==> src/sv/ria_pkg.sv <==
// Package for the rotating identifier allocator.
// Holds field widths, operation and status codes, and the storage request type.
// Used by ria_store and rotating_id_allocator_top; depends on nothing.
package ria_pkg;

  localparam int ID_SPACE_DEF = 1024;
  localparam int ID_W         = 10;
  localparam int KIND_W       = 4;
  localparam int NUM_W        = 8;
  localparam int OWNER_W      = KIND_W + NUM_W;
  localparam int STATUS_W     = 2;

  localparam logic [ID_W-1:0] MAX_ID_RESET = 10'd1023;

  localparam logic OP_ISSUE   = 1'b0;
  localparam logic OP_RELEASE = 1'b1;

  typedef enum logic [STATUS_W-1:0] {
    STAT_OK         = 2'd0,
    STAT_NONE_FREE  = 2'd1,
    STAT_NOT_IN_USE = 2'd2
  } status_t;

  typedef struct packed {
    logic rd_en;
    logic wr_used;
    logic used_val;
    logic wr_owner;
  } store_req_t;

endpackage

==> src/sv/ria_store.sv <==
// Storage for the allocator: the used map and the owner store.
// Single address port, one read or write of each memory per cycle, registered read.
// Depends on ria_pkg.
module ria_store
  import ria_pkg::*;
#(
  parameter int ID_SPACE = ID_SPACE_DEF
) (
  input  logic                        clk,
  input  store_req_t                  req,
  input  logic [$clog2(ID_SPACE)-1:0] addr,
  input  logic [OWNER_W-1:0]          owner_wdata,
  output logic                        rd_data
);

  logic                used_mem  [ID_SPACE];
  logic [OWNER_W-1:0]  owner_mem [ID_SPACE];

  always_ff @(posedge clk) begin
    if (req.wr_used) begin
      used_mem[addr] <= req.used_val;
    end
    if (req.rd_en) begin
      rd_data <= used_mem[addr];
    end
  end

  // Owner data is kept with each issued identifier; nothing in this block reads it back.
  always_ff @(posedge clk) begin
    if (req.wr_owner) begin
      owner_mem[addr] <= owner_wdata;
    end
  end

endmodule

==> src/sv/rotating_id_allocator_top.sv <==
// Top level of the rotating identifier allocator: sequencer, config register, result port.
// Instantiates ria_store; depends on ria_pkg.
//
// Usage:
//   An item is accepted at a rising edge with start high and busy low. operation selects
//   issue or release; worker_kind and worker_number are stored with an issued identifier,
//   release_id names the identifier to free.
//   Each item gives one result: done is high for exactly one cycle while status and
//   issued_id hold it. The receiver cannot stall the result port.
//   Issue walks the used map one identifier at a time, reading (ST_ISS_RD) then checking
//   (ST_ISS_CHK) each, from the next-candidate pointer, wrapping from max_id to 1, through
//   the single port of the used-map memory. A full map gives STAT_NONE_FREE once every
//   identifier from 1 to max_id has been read. Release reads the entry, then checks it.
//   busy drops in the cycle done is shown, so the next item can be accepted while the
//   result is shown.
//   The user must write max_id via cfg_wr_en/cfg_wr_data only when idle; not enforced.
//   Reset (rst, synchronous) sets max_id to 1023 and the pointer to 1, then clears the
//   used map one entry a cycle; busy stays high until the clear pass is done.
module rotating_id_allocator_top
  import ria_pkg::*;
#(
  parameter int ID_SPACE = ID_SPACE_DEF
) (
  input  logic                clk,
  input  logic                rst,
  input  logic                start,
  output logic                busy,
  input  logic                operation,
  input  logic [KIND_W-1:0]   worker_kind,
  input  logic [NUM_W-1:0]    worker_number,
  input  logic [ID_W-1:0]     release_id,
  input  logic                cfg_wr_en,
  input  logic [ID_W-1:0]     cfg_wr_data,
  output logic                done,
  output logic [STATUS_W-1:0] status,
  output logic [ID_W-1:0]     issued_id
);

  localparam int IDW = $clog2(ID_SPACE);
  localparam int MW  = (IDW > ID_W) ? IDW : ID_W;
  localparam logic [MW-1:0]  TOP_ID  = MW'(ID_SPACE - 1);
  localparam logic [IDW-1:0] LAST_IX = IDW'(ID_SPACE - 1);
  localparam logic [IDW-1:0] ONE     = IDW'(1);

  typedef enum logic [5:0] {
    ST_CLEAR   = 6'b000001,
    ST_IDLE    = 6'b000010,
    ST_ISS_RD  = 6'b000100,
    ST_ISS_CHK = 6'b001000,
    ST_REL_RD  = 6'b010000,
    ST_REL_CHK = 6'b100000
  } state_t;

  state_t             state, state_next;
  logic [ID_W-1:0]    max_id;
  logic [IDW-1:0]     next_candidate, next_candidate_next;
  logic [IDW-1:0]     cand, cand_next;
  logic [IDW-1:0]     scan_count, scan_count_next;
  logic [OWNER_W-1:0] owner_data;
  logic [IDW-1:0]     rel_addr;
  logic               rel_ok;

  logic               done_next;
  status_t            status_next;
  logic [ID_W-1:0]    issued_id_next;

  logic [MW-1:0]      max_ext;
  logic [IDW-1:0]     eff_max;
  logic [IDW-1:0]     cand_wrap;
  logic               accept;

  store_req_t         req;
  logic [IDW-1:0]     mem_addr;
  logic               rd_data;

  // A zero max_id acts as one; a max_id past the identifier space is clamped to its top.
  assign max_ext   = (max_id == '0) ? MW'(1) : MW'(max_id);
  assign eff_max   = (max_ext > TOP_ID) ? IDW'(TOP_ID) : IDW'(max_ext);
  assign cand_wrap = (cand == eff_max) ? ONE : cand + ONE;
  assign accept    = start && (state == ST_IDLE);
  assign busy      = (state != ST_IDLE);
  assign mem_addr  = (state == ST_REL_RD || state == ST_REL_CHK) ? rel_addr : cand;

  always_ff @(posedge clk) begin
    if (rst) begin
      max_id <= MAX_ID_RESET;
    end else if (cfg_wr_en) begin
      max_id <= cfg_wr_data;
    end
  end

  always_comb begin
    state_next          = state;
    next_candidate_next = next_candidate;
    cand_next           = cand;
    scan_count_next     = scan_count;
    done_next           = 1'b0;
    status_next         = STAT_OK;
    issued_id_next      = '0;
    req                 = '0;
    case (state)
      ST_CLEAR: begin
        // The clear pass uses the candidate register as its address counter.
        req.wr_used = 1'b1;
        req.used_val = 1'b0;
        if (cand == LAST_IX) begin
          state_next = ST_IDLE;
        end else begin
          cand_next = cand + ONE;
        end
      end
      ST_IDLE: begin
        if (start) begin
          if (operation == OP_ISSUE) begin
            // A pointer left out of range by a lowered max_id restarts the scan at one.
            cand_next = (next_candidate == '0 || next_candidate > eff_max) ?
                        ONE : next_candidate;
            scan_count_next = '0;
            state_next = ST_ISS_RD;
          end else begin
            state_next = ST_REL_RD;
          end
        end
      end
      ST_ISS_RD: begin
        req.rd_en = 1'b1;
        state_next = ST_ISS_CHK;
      end
      ST_ISS_CHK: begin
        if (!rd_data) begin
          req.wr_used = 1'b1;
          req.used_val = 1'b1;
          req.wr_owner = 1'b1;
          next_candidate_next = cand_wrap;
          done_next = 1'b1;
          status_next = STAT_OK;
          issued_id_next = ID_W'(cand);
          state_next = ST_IDLE;
        end else if (scan_count == eff_max - ONE) begin
          done_next = 1'b1;
          status_next = STAT_NONE_FREE;
          state_next = ST_IDLE;
        end else begin
          cand_next = cand_wrap;
          scan_count_next = scan_count + ONE;
          state_next = ST_ISS_RD;
        end
      end
      ST_REL_RD: begin
        req.rd_en = 1'b1;
        state_next = ST_REL_CHK;
      end
      ST_REL_CHK: begin
        done_next = 1'b1;
        state_next = ST_IDLE;
        if (rel_ok && rd_data) begin
          req.wr_used = 1'b1;
          req.used_val = 1'b0;
          status_next = STAT_OK;
        end else begin
          status_next = STAT_NOT_IN_USE;
        end
      end
      default: begin
        state_next = ST_IDLE;
      end
    endcase
  end

  always_ff @(posedge clk) begin
    if (rst) begin
      state          <= ST_CLEAR;
      next_candidate <= ONE;
      cand           <= '0;
      scan_count     <= '0;
      done           <= 1'b0;
    end else begin
      state          <= state_next;
      next_candidate <= next_candidate_next;
      cand           <= cand_next;
      scan_count     <= scan_count_next;
      done           <= done_next;
    end
  end

  always_ff @(posedge clk) begin
    status    <= status_next;
    issued_id <= issued_id_next;
    if (accept) begin
      owner_data <= {worker_kind, worker_number};
      rel_addr   <= IDW'(release_id);
      rel_ok     <= (MW'(release_id) <= TOP_ID);
    end
  end

  ria_store #(
    .ID_SPACE (ID_SPACE)
  ) u_store (
    .clk         (clk),
    .req         (req),
    .addr        (mem_addr),
    .owner_wdata (owner_data),
    .rd_data     (rd_data)
  );

  a_done_in_idle: assert property (@(posedge clk) disable iff (rst)
    done |-> state == ST_IDLE)
    else $error("result shown while the sequencer is not idle");

  a_done_single: assert property (@(posedge clk) disable iff (rst)
    done |=> !done)
    else $error("result strobe held for more than one cycle");

  a_none_free_zero: assert property (@(posedge clk) disable iff (rst)
    done && status == STAT_NONE_FREE |-> issued_id == '0)
    else $error("identifier reported while none was free");

  a_pointer_nonzero: assert property (@(posedge clk) disable iff (rst)
    next_candidate != '0)
    else $error("next-candidate pointer reached zero");

  a_accept_busy: assert property (@(posedge clk) disable iff (rst)
    start && !busy |=> busy)
    else $error("accepted item did not make the block busy");

endmodule
==> config.mk <==
export PLATFORM = sky130hd
export DESIGN_NAME = rotating_id_allocator_top
export DESIGN_NICKNAME = d
export VERILOG_FILES = /design/src/sv/ria_pkg.sv /design/src/sv/ria_store.sv /design/src/sv/rotating_id_allocator_top.sv
export SDC_FILE = /design/constraint.sdc
export NUM_CORES = 2
export LEC_CHECK = 0
export BUFFER_PORTS_ARGS = -buffer_cell sky130_fd_sc_hd__clkbuf_2
export CELL_PAD_IN_SITES_DETAIL_PLACEMENT = 0
export CELL_PAD_IN_SITES_GLOBAL_PLACEMENT = 1
export CORE_MARGIN = 2
export CORE_UTILIZATION = 50
export CTS_BUF_LIST = sky130_fd_sc_hd__clkbuf_8
export DETAILED_ROUTE_END_ITERATION = 10
export PLACE_DENSITY = 0.87
export SYNTH_ARGS = -nofsm -noshare
export SYNTH_HDL_FRONTEND = slang
export SYNTH_SLANG_ARGS = --single-unit
==> constraint.sdc <==
create_clock -name clk -period 31.6 [get_ports clk]
set_input_delay 6.32 -clock clk [delete_from_list [all_inputs] [get_ports clk]]
set_output_delay 6.32 -clock clk [all_outputs]
set_load 0.02 [all_outputs]
Yosys cells after proc, flatten, opt, wreduce, memory -nomap -nowiden

Memory sizes are Yosys's and may differ from the RTL's. A register that Yosys moved wholly into a read port is not among the register bits.
Index checks and enable logic that the tools add are counted.

Register bits: 70
RAM bits: 1024
Bits of input ports: 37
Output and inout port bits: 14
Word-level logic and storage cells: 84
Memories: 1

Add/subtract/negate cells: 3
Order comparisons: 3
Equality and inequality tests: 16
Muxes and demuxes: 35
Bitwise operators: 2
Reduce and logical (&&, ||, !) cells: 14

Memories:

| memory           | words | bits a word | rd ports | clocked after Yosys merged registers in | write ports | line            | source |
|---|---|---|---|---|---|---|---|
| u_store.used_mem | 1024  | 1           | 1        | 1                                       | 1           | ria_store.sv:16 | `logic used_mem [ID_SPACE];` |

Operators with widths:

| cell                                                                    | number |
|---|---|
| 10-bit 2-to-1 mux                                                       | 14 |
| 10-bit one-hot mux with 3 select lines                                  | 1 |
| 6-bit one-hot mux with 5 select lines                                   | 1 |
| 10-bit by 1-bit adder with 10-bit output, second input constant         | 2 |
| 10-bit equality test                                                    | 2 |
| 10-bit zero test                                                        | 2 |
| 10-bit one-hot mux with 2 select lines                                  | 1 |
| 6-bit 2-to-1 mux                                                        | 3 |
| 10-bit equality test, second input constant                             | 1 |
| 10-bit greater-than comparator                                          | 1 |
| 10-bit greater-than comparator, second input constant                   | 1 |
| 10-bit less-or-equal comparator, second input constant                  | 1 |
| 2-bit inequality test, second input constant                            | 5 |
| 10-bit by 1-bit subtractor with 10-bit output, second input constant    | 1 |
| 1-bit 2-to-1 mux                                                        | 7 |
| 6-bit by 1-bit equality test with 1-bit output, second input constant   | 1 |
| 6-bit by 2-bit equality test with 1-bit output, second input constant   | 1 |
| 6-bit by 3-bit equality test with 1-bit output, second input constant   | 1 |
| 6-bit by 4-bit equality test with 1-bit output, second input constant   | 1 |
| 6-bit by 5-bit equality test with 1-bit output, second input constant   | 1 |
| 6-bit equality test, second input constant                              | 1 |
| 3-bit 2-to-1 mux                                                        | 2 |
| 6-bit by 2-bit inequality test with 1-bit output, second input constant | 1 |
| 2-bit one-hot mux with 3 select lines                                   | 1 |
| 14 further kinds                                                        | 20 |

Logic depth before layout (Yosys ltp)

Word-level depth: 10
Depth in mapped cells: 14
Mapped depth without buffers: 12

By module

Synthesis repeated with hierarchy kept, for this count alone.

Cells, all modules: 3799
Area total of the unflattened synthesis: 48497.8 um^2

By module, submodules not included:

| module                    | instances | cells each | area each (um^2) | seq. area each (um^2) |
|---|---|---|---|---|
| ria_store                 | 1         | 3369       | 44347.5          | 30779.5 |
| rotating_id_allocator_top | 1         | 430        | 4150.2           | 1871.8 |

Worst setup path before layout

No wires, ideal clock.

Path type: reg-to-reg
Start: register state[4]
End: memory u_store.used_mem[518], enable pin
Setup time: 0.300 ns
Arrival: 15.308 ns
Data required time: 31.300 ns
Path slack: 15.992 ns
Stages on the path, launching flop included: 12
Buffers on the path: 3
Period minus slack after synthesis: 15.608 ns
Cells stage by stage: dfxtp_1 -> buf_2 -> nor2_1 -> and4b_1 -> nand2_1 -> inv_1 -> nor2_1 -> nor3_1 -> nand2_1 -> clkbuf_1 -> clkbuf_1 -> nor2_1

Longest elaborated chain between the ends: 4
Elaborated cells between the ends (all ways): 9
Classes of those cells: eq/ne (4); mux (4); reduce/logical (1)

Ends and longest elaborated chain:

| element                                           | line                                                              | source |
|---|---|---|
| start: declaration                                | rotating_id_allocator_top.sv:54                                   | `state_t state, state_next;` |
| start signal: assignment                          | rotating_id_allocator_top.sv:178                                  | `state <= state_next;` |
| 6-bit equality test, or another cell as far along | rotating_id_allocator_top.sv:82, rotating_id_allocator_top.sv:101 |  |
| 2-bit one-hot mux with 3 select lines             | rotating_id_allocator_top.sv:101                                  | `case (state)` |
| 1-bit 2-to-1 mux                                  | ria_store.sv:20                                                   | `if (req.wr_used) begin` |
| 1-bit 2-to-1 mux (not written as such)            | ria_store.sv:21                                                   | `used_mem[addr] <= req.used_val;` |
| end: declaration                                  | ria_store.sv:16                                                   |  |

Several ways; a longest one is shown, not always the timed one.

Worst setup path in the final report

Start: register state[4]
End: output port busy

Longest elaborated chain between the ends: 1

Ends and longest elaborated chain:

| element                                          | line                            | source |
|---|---|---|
| 6-bit by 2-bit inequality test with 1-bit output | rotating_id_allocator_top.sv:81 | `assign busy = (state != ST_IDLE);` |
| end: declaration                                 | rotating_id_allocator_top.sv:27 | `output logic busy,` |

Every way passes these cells.

==> impl.org <==
** Layout
- Area growth from synthesis to layout :: 7.69%
- Registers take 0.0323 mm².
- The multi-input combinational cells in the finished layout cover a total of 0.0174 mm².
- Number of fill cells :: 8958
- Layout cell share with drive strength beyond 1 :: 8.18%
- The net count of the finished layout is 4858.
- Cells fill 54.4% of the core in the end.

** Clocking
- CTS Sinks :: 1095
- Bufs on Longest Clock Path :: 3
- Buffers inserted during clock tree synthesis total 174.
- After clock tree synthesis, the repair step resized 0 gates.
- Post-CTS timing repair inserted 0 buffers for setup.
- In this run the clock root is driven by a sky130_fd_sc_hd__clkbuf_8.
- Clock-pin slew was measured on the worst setup and hold paths at 0.06 ns.
- Worst-Skew Late Latency :: 0.89 ns
- The number of hold buffers added after CTS was 0.
- In this run the number of H-tree levels came out at 4.
- TritonCTS built the clock tree.

** Die
- 51 I/O pins were placed.
- The region available for standard cell placement spans 0.102 mm².
- The die is 325 µm wide.
- Measured along the y axis, the die boundary spans 325 µm.
- Row generation in the floorplan step produced 117 rows.
- The initial utilization of the core area, before any placement, comes to 50.5%.
- The die covers 0.106 mm².

** STA
- The count of final max-slew check failures came to 0.
- The number of failing hold endpoints at the final stage was 0.
- Top achievable clock speed :: 117 MHz
- Adding up every negative setup slack in the final design gives 0 ns.
- Setup repair after global routing left no endpoint under its margin.
- Final critical-path required period :: 8.54 ns
- Maximum clock skew at final layout :: 0.0482 ns
- Transition time at the pin with the least slew margin :: 1.40 ns
- Post-route clock period utilization :: 27.0%
- Max transition margin :: 6.07%
- Setup violations remaining at the end of the flow were counted as 0.

** Place
- The HPWL after detailed placement is 79700 µm.
- At the end of routability-driven placement, the weighted congestion stood at 0.844.
- The count of buffers added on input and output ports is 38.

** Setup path
- Of all nets on the critical path, the largest fanout is 7.
- Category of the most critical setup path :: flip-flop to output pin
- STA classifies the critical path startpoint as a flip-flop.
- Type of element capturing the critical path :: output pin
- Data arrival time at the worst-slack endpoint :: 2.22 ns
- Worst EP required :: 25.28 ns

** Route
- For this run, the detailed router's first-pass iteration total came to 6.
- Vias :: 40622
- In the final routed layout, each cell accounts on average for 25.1 µm.
- Number of vias per cell :: 6.44
- The detailed router finished its first iteration with 5998 violations.
- Total wirelength of the detailed-routed design :: 158000 µm
- After detailed routing, the number of remaining DRC violations is 0.
- In this run the remaining antenna-violating nets after routing total 0.

** Worst hold path
- The tightest min-delay check is of the flip-flop to flip-flop type.

** Yosys
- Number of register bits inferred by synthesis :: 1095
- Fraction of post-synthesis cell area in the top cell type by area :: 60.4%
- For this run, asynchronously set or reset flops after synthesis account for 0%.
- By area the synthesized netlist is led by sky130_fd_sc_hd__edfxtp_1 (60%), sky130_fd_sc_hd__nor2_1 (7.8%), sky130_fd_sc_hd__a21oi_1 (5.0%).
- By instance count, the leading cell after synthesis is sky130_fd_sc_hd__nor2_1.
- Yosys Warn Count :: 0
- Net count after synthesis :: 5079
- In the synthesized netlist the dominant register cell turns out to be sky130_fd_sc_hd__edfxtp_1.
- Mean instance size in the synthesized netlist :: 10.2 µm²
- Summed over all instances, the cell type with the most area after synthesis is sky130_fd_sc_hd__edfxtp_1.
- Synthesized instance count :: 5029
- By count the netlist is led by sky130_fd_sc_hd__nor2_1 (1074), sky130_fd_sc_hd__edfxtp_1 (1036), sky130_fd_sc_hd__a21oi_1 (510).
- Post-synth EDFFs :: 1036
- Unique masters post-synth :: 70
- Sequential element share of the synthesized area :: 62.7%
- In this run the cell area of the synthesized design comes to 0.0515 mm².

** GRT
- Antenna violations before repair :: 2
- The first global-routing pass estimated 234000 µm of wire.
- Largest net degree at the start of global routing :: 296
- Total GRT Usage :: 29.1%
- Vias in the first global route :: 38769
- Grt ovf :: 0

** Flow run
- Number of max-capacitance violations reported :: 0

** Power
- The worst-case IR drop observed on VDD is 30.8 µV.
- In this run the power density over the cells is 52.8 mW/mm².
- In this run the static leakage power is 17.4 nW.

** Run status
- The run finished with clean final reports.
==> area by class of cell <==
class | count | share of cell area, %
inverters | 24 | 0.176
repair buffers | 131 | 1.71
clock buffers | 181 | 4.49
clock inverters | 127 | 0.975
multi-input cells | 3382 | 31.3
diodes | 1 | 0.00451
well taps | 1368 | 3.09
flip-flops and latches | 1095 | 58.2
==> path summary, 6_finish.rpt <==
kind	start	to	slack, ns	cells past startpoint
setup / recovery	state[4]	busy	23.06	4
hold / removal	rel_ok	status[1]	0.47	1
setup reg to reg	state[4]	u_store.rd_data	25.32	14
hold reg to reg	rel_ok	status[1]	0.47	1
==> state kept, by name (all words and copies together), names as in the netlist <==
| register | count |
|---|---|
| done | 1 |
| max_id | 10 |
| next_candidate | 10 |
| u_store.used_mem | 1024 |
| status | 2 |
| cand | 10 |
| scan_count | 10 |
| issued_id | 10 |
| rel_ok | 1 |
| state | 6 |
| u_store.rd_data | 1 |
| rel_addr | 10 |
==> cells by family (layout without fill, tap and decap cells) <==
group,count (synthesis),count (layout),synth area share [%]
fa+ha+maj,13,13,0.316
simple gates,2080,2080,18.1
compound gates,1228,1228,13.6
mux,21,21,0.408
buf+inv,552,463,4.12
other cells,1,2,0.00728
flops,1095,1095,62.7
xor+xnor,39,39,0.663
==> where the power goes <==
part / switching [W] / internal [W]
registers: 0.00000674 / 0.00157
clock network: 0.000558 / 0.000528
logic: 0.000209 / 0.0000575
total: 0.000773 / 0.00215
==> stage by stage <==
step	setup slack, ns	instance area [µm²]	total power, W	std cells	hold slack, ns
2_1_floorplan	15.99	51500	0.00176	5029	0.430
3_3_place_gp	23.69	52400	0.00186	6000	0.456
3_5_place_dp	23.64	52400	0.00186	6000	0.458
4_1_cts	22.99	55500	0.00293	6308	0.477
5_1_grt	22.88	55500	0.00300	6309	0.492
6_report	23.06	55500	0.00293	6309	0.469
==> worst max-delay path: stages (launching register included) <==
cell and delay [ns]:
sky130_fd_sc_hd__dfxtp_1 0.44, sky130_fd_sc_hd__nor4_1 0.36, sky130_fd_sc_hd__and3b_1 0.27, sky130_fd_sc_hd__inv_1 0.13, sky130_fd_sc_hd__clkbuf_2 0.18
==> layout by cell type (no fill, tap or decap), types with 106 or more instances in the layout <==
cell type                  Yosys  layout
sky130_fd_sc_hd__nor2_1     1074    1074
sky130_fd_sc_hd__edfxtp_1   1036    1036
sky130_fd_sc_hd__a21oi_1     510     510
sky130_fd_sc_hd__nand3_1     434     433
sky130_fd_sc_hd__o21ai_0     426     425
sky130_fd_sc_hd__clkbuf_8      0     181
sky130_fd_sc_hd__nand2_1     193     162
sky130_fd_sc_hd__nand2b_1    136     136
sky130_fd_sc_hd__nor4_1      122     122
sky130_fd_sc_hd__inv_1        24     106
==> per-layer routing <==
metal | share of wire, % | vias to the layer above | GRT usage (%)
met5 | 0.0082 | - | 0
met4 | 5.1 | 2 | 14.9
met3 | 11 | 496 | 5.70
met2 | 47 | 2357 | 47.4
met1 | 37 | 19975 | 37.2
li1 | - | 17792 | -
No activity file was read; power rests on OpenSTA's default activity.
